File: src/rtl/core/asp_pkg.sv
// ----------------------------------------------------------------------------
// asp_pkg
// Shared types and constants of the A* shortest-path block.
// ----------------------------------------------------------------------------
package asp_pkg;

  localparam int DEF_MAX_NODES = 64;
  localparam int DEF_MAX_EDGES = 256;

  localparam int COST_W = 22;
  localparam int EST_W  = 23;
  localparam int H_W    = 17;
  localparam int SQ_W   = 35;

  localparam logic [COST_W-1:0] COST_MAX = 22'h3FFFFF;

  localparam logic [1:0] MODE_NODE   = 2'd0;
  localparam logic [1:0] MODE_EDGE   = 2'd1;
  localparam logic [1:0] MODE_SEARCH = 2'd2;

  typedef struct packed {
    logic signed [15:0] z;
    logic signed [15:0] y;
    logic signed [15:0] x;
  } pos_t;

  typedef struct packed {
    logic [7:0] first;
    logic [7:0] cnt;
  } range_t;

  typedef struct packed {
    logic [5:0]  tgt;
    logic [15:0] cost;
  } edge_rec_t;

endpackage

File: src/rtl/core/asp_heur.sv
// ----------------------------------------------------------------------------
// asp_heur
// Integer Euclidean distance: one squared axis per cycle, then a
// bit-pair square root, one result bit per cycle.
// ----------------------------------------------------------------------------
module asp_heur import asp_pkg::*; (
  input  logic           clk,
  input  logic           rst,
  input  logic           start,
  input  pos_t           pa,
  input  pos_t           pb,
  output logic           done,
  output logic [H_W-1:0] h
);

  typedef enum logic [3:0] {
    H_IDLE = 4'b0001,
    H_SQ   = 4'b0010,
    H_LD   = 4'b0100,
    H_RT   = 4'b1000
  } hstate_t;

  hstate_t            state;
  pos_t               a;
  pos_t               b;
  logic [1:0]         dim;
  logic [33:0]        prod;
  logic [SQ_W-1:0]    acc;
  logic [SQ_W-1:0]    rem;
  logic [SQ_W-1:0]    root;
  logic [4:0]         bitpos;
  logic signed [15:0] ca;
  logic signed [15:0] cb;
  logic signed [16:0] d;
  logic [16:0]        ad;
  logic [SQ_W-1:0]    bitv;
  logic [SQ_W-1:0]    trial;
  logic               take;
  logic [SQ_W-1:0]    root_next;

  // pick the axis and form its absolute difference
  always_comb begin
    case (dim)
      2'd0:    begin ca = a.x; cb = b.x; end
      2'd1:    begin ca = a.y; cb = b.y; end
      default: begin ca = a.z; cb = b.z; end
    endcase
    d  = 17'(signed'(ca)) - 17'(signed'(cb));
    ad = d[16] ? 17'(-d) : 17'(d);
  end

  // one square root digit
  always_comb begin
    bitv      = SQ_W'(1) << {bitpos, 1'b0};
    trial     = root + bitv;
    take      = rem >= trial;
    root_next = take ? ((root >> 1) + bitv) : (root >> 1);
  end

  always_ff @(posedge clk) begin
    done <= 1'b0;
    if (rst) begin
      state <= H_IDLE;
    end else begin
      case (state)
        H_IDLE: begin
          if (start) begin
            a     <= pa;
            b     <= pb;
            dim   <= 2'd0;
            acc   <= '0;
            prod  <= '0;
            state <= H_SQ;
          end
        end
        H_SQ: begin
          // square this axis, accumulate the previous one
          prod <= ad * ad;
          acc  <= acc + SQ_W'(prod);
          dim  <= dim + 2'd1;
          if (dim == 2'd3) begin
            state <= H_LD;
          end
        end
        H_LD: begin
          rem    <= acc;
          root   <= '0;
          bitpos <= 5'd16;
          state  <= H_RT;
        end
        H_RT: begin
          if (take) begin
            rem <= rem - trial;
          end
          root   <= root_next;
          bitpos <= bitpos - 5'd1;
          if (bitpos == 5'd0) begin
            h     <= root_next[H_W-1:0];
            done  <= 1'b1;
            state <= H_IDLE;
          end
        end
        default: state <= H_IDLE;
      endcase
    end
  end

endmodule

File: config.mk
export PLATFORM = sky130hd
export DESIGN_NAME = asp_heur
export DESIGN_NICKNAME = d
export VERILOG_FILES = /design/src/rtl/core/asp_pkg.sv /design/src/rtl/core/asp_heur.sv
export SDC_FILE = /design/constraint.sdc
export NUM_CORES = 1
export LEC_CHECK = 0
export ABC_AREA = 1
export BUFFER_PORTS_ARGS = -buffer_cell sky130_fd_sc_hd__buf_4
export CORE_MARGIN = 2
export CORE_UTILIZATION = 30
export CTS_CLUSTER_DIAMETER = 60
export DETAILED_ROUTE_END_ITERATION = 10
export PLACE_DENSITY_LB_ADDON = 0.25
export REMOVE_ABC_BUFFERS = 1
export SYNTH_ARGS = -nofsm -noshare
export SYNTH_HDL_FRONTEND = slang
export SYNTH_SLANG_ARGS = --single-unit
File: constraint.sdc
create_clock -name clk -period 10.66 [get_ports clk]
set_input_delay 1.066 -clock clk [delete_from_list [all_inputs] [get_ports clk]]
set_output_delay 1.066 -clock clk [all_outputs]
set_load 0.005 [all_outputs]
==> results.yml <==
sta:
  slew_headroom: 0.3136
  worstMarginPinSlew_ns: 1.030
  fin_setup_tns_ns: 0
  finClkSkew_ns: 0.02193
  rsz0062_at_grt: "no"
  drv_slew: 0
  setup_viol: 0
  final.period_utilization: 0.9290
  period_minus_slack_ns: 9.903
  fmax_mhz: 101.0
  finalWorstSetupSlack_ns: 0.7565
  hold_viol: 0
final_layout:
  fin_nets: 4019
  num_antenna_cells: 0
  post-route-cell-area_um2: 30520
  fill_cells: 9583
  drive_gt1_frac: 0.08497
  final_common_cell: "nand2_1"
  area_growth_pct: 12.82
  final_cell_mix: "nand2_1, inv_1, nor2_1, edfxtp_1, a21oi_1"
worst_setup_path:
  critPathBufInv: 10
  reg2reg_depth: 40
  crit_fanout: 32
  cpMaxStageDelayCell: "fa_1"
  cp_top_family: "adder cells"
  required_ns: 10.98
  crit_arrival_ns: 10.22
  reg2reg_to: "prod[25]"
  cp-start-kind: "flop"
  crit_cells: 40
  crit_path_end_kind: "flop"
  worst_path_most_repeated_cell: "inv_1"
  rr_startpoint: "dim[0]"
  criticalPathCategory: "flop to flop"
  r2r_slack_ns: 0.76
  critical-path-max-stage-delay_ns: 0.61
global_routing:
  grt_overflow: 0
  grt_pass1_wl_um: 125400
  grt_max_degree: 84
  grt_usage: 0.1701
  grt_pass1_vias: 23120
  antenna_found_initial: 0
cts:
  cts_tree: "done"
  ctsHoldBuffers: 0
  cts-buffers-inserted: 34
  clock-sinks: 263
  cts_htree_levels: 2
  clockBufferDepth: 3
  cts_root_buf: "clkbuf_16"
  clk_pin_slew_ns: 0.06
  clkLatencyLatePin_ns: 0.56
synth:
  yosys_warnings: 0
  synthesis.area_um2: 27050
  netlist_instances: 3363
  synth_cell_types: 68
  ys.flop_type: "edfxtp_1"
  async_flop_share: 0
  synth.avg_cell_area_um2: 8.044
  synth-edff-count: 258
  seq_area_frac_synth: 0.2901
  ys_ff_latch: 263
worst_hold_path:
  min-delay-path-class: "flop to flop"
  hold_path.startpoint: "acc[3]"
  holdPathEnd: "rem[3]"
  holdPathStages: 2
flow_run:
  max-cap-violations: 0
drt:
  drtPass1Iterations: 6
  avgViaCountPerCell: 4.747
  drc: 0
  vias: 22290
  drtIter0Drc: 1161
  wl_per_cell_um: 16.61
  wl_um: 77980
  postRouteAntennaNets: 0
floorplan:
  start_util: 0.3015
  die_w_um: 304.3
  die_area_um2: 92600
  num_rows: 110
  die_y_um: 304.3
  placeableCoreArea_um2: 89740
  pin_count: 117
place:
  gp_congestion: 0.9173
  post-place-ws_ns: 0.5776
  hpwl_um: 63730
  place_area_um2: 29340
  port_buffers: 116
outcome:
  status: "finished clean"
-- cells by family (layout without fill, tap and decap cells) --
kind of cell    Yosys count  after routing  share of synthesized area
buf+inv                 681            827                    0.09768
xor+xnor                 81             81                    0.02817
flops                   263            263                     0.2901
simple gates           1321           1321                     0.2089
fa+ha+maj               427            427                     0.2513
compound gates          588            588                     0.1236
other cells               2             12                  0.0002776
-- area by class of cell --
cell class,count,area [um^2],share of cell area
inverters,630,2372,0.07772
clock buffers,37,882.1,0.02890
clock inverters,25,287.8,0.009429
flip-flops and latches,263,7848,0.2571
multi-input cells,2429,16650,0.5454
repair buffers,135,1013,0.03320
well taps,1176,1471,0.04821
-- metrics by stage --
step           utilization  std cells  hold slack, ns
2_1_floorplan            -       3322          0.5244
3_3_place_gp        0.3270       4633          0.5726
3_5_place_dp        0.3270       4633          0.5774
4_1_cts             0.3400       4695          0.5941
5_1_grt             0.3401       4695          0.6285
6_report            0.3401       4695          0.5950
-- Yosys cell counts (17+ instances only) --
cell	n	area [um^2]
edfxtp_1	258	7747
nand3_1	125	625.6
nand2_2	23	143.9
nor2_1	328	1231
nand2_1	693	2601
nand4_1	43	269.0
fa_1	194	3884
xor2_1	41	359.1
a31oi_1	19	118.9
a22o_1	17	148.9
o21a_1	17	127.6
o21ai_0	193	965.9
nor3_1	25	125.1
inv_1	600	2252
o21bai_1	17	127.6
ha_1	233	2915
nor4_1	20	125.1
xnor2_1	36	315.3
a21oi_1	241	1206
inv_2	24	90.09
clkbuf_1	35	131.4
-- metal layers --
| metal | track usage | wire [um] |
|---|---|---|
| met1 | 0.2079 | 33400 |
| met2 | 0.3089 | 39130 |
| met3 | 0.01901 | 2774 |
| met4 | 0.05837 | 2673 |
| met5 | 0 | 0 |
-- worst max-delay path by stage --
stage / start / endpoint
after floorplan: dim[0] / prod[25]
after global placement: dim[0] / prod[25]
after detailed placement: dim[0] / prod[25]
after CTS: dim[0] / prod[25]
after global routing: dim[0] / prod[25]
final: dim[0] / prod[25]
-- worst min-delay path: cells and delay by family (launching register included) --
kind / cells / cell delay [ns]
and+or+nand+nor: 1 / 0.06
DFF: 1 / 0.37
AOI/OAI and AO/OA: 1 / 0.06
-- state kept, by name, indices dropped and copies added, names as in the netlist --
name    cells
acc        35
b          48
bitpos      5
a          48
rem        35
h          17
done        1
state       4
dim         2
prod       33
root       35
-- timing repair --
item | in CTS | in global routing
gates resized for setup | 0 | 2
setup buffers | 0 | 0
hold endpoints to repair | 0 | 0
setup endpoints to repair | 0 | 2
Power is left out: the tool's default activity adds up to more than one toggle a clock period on the data nets, which glitch-free logic cannot reach.
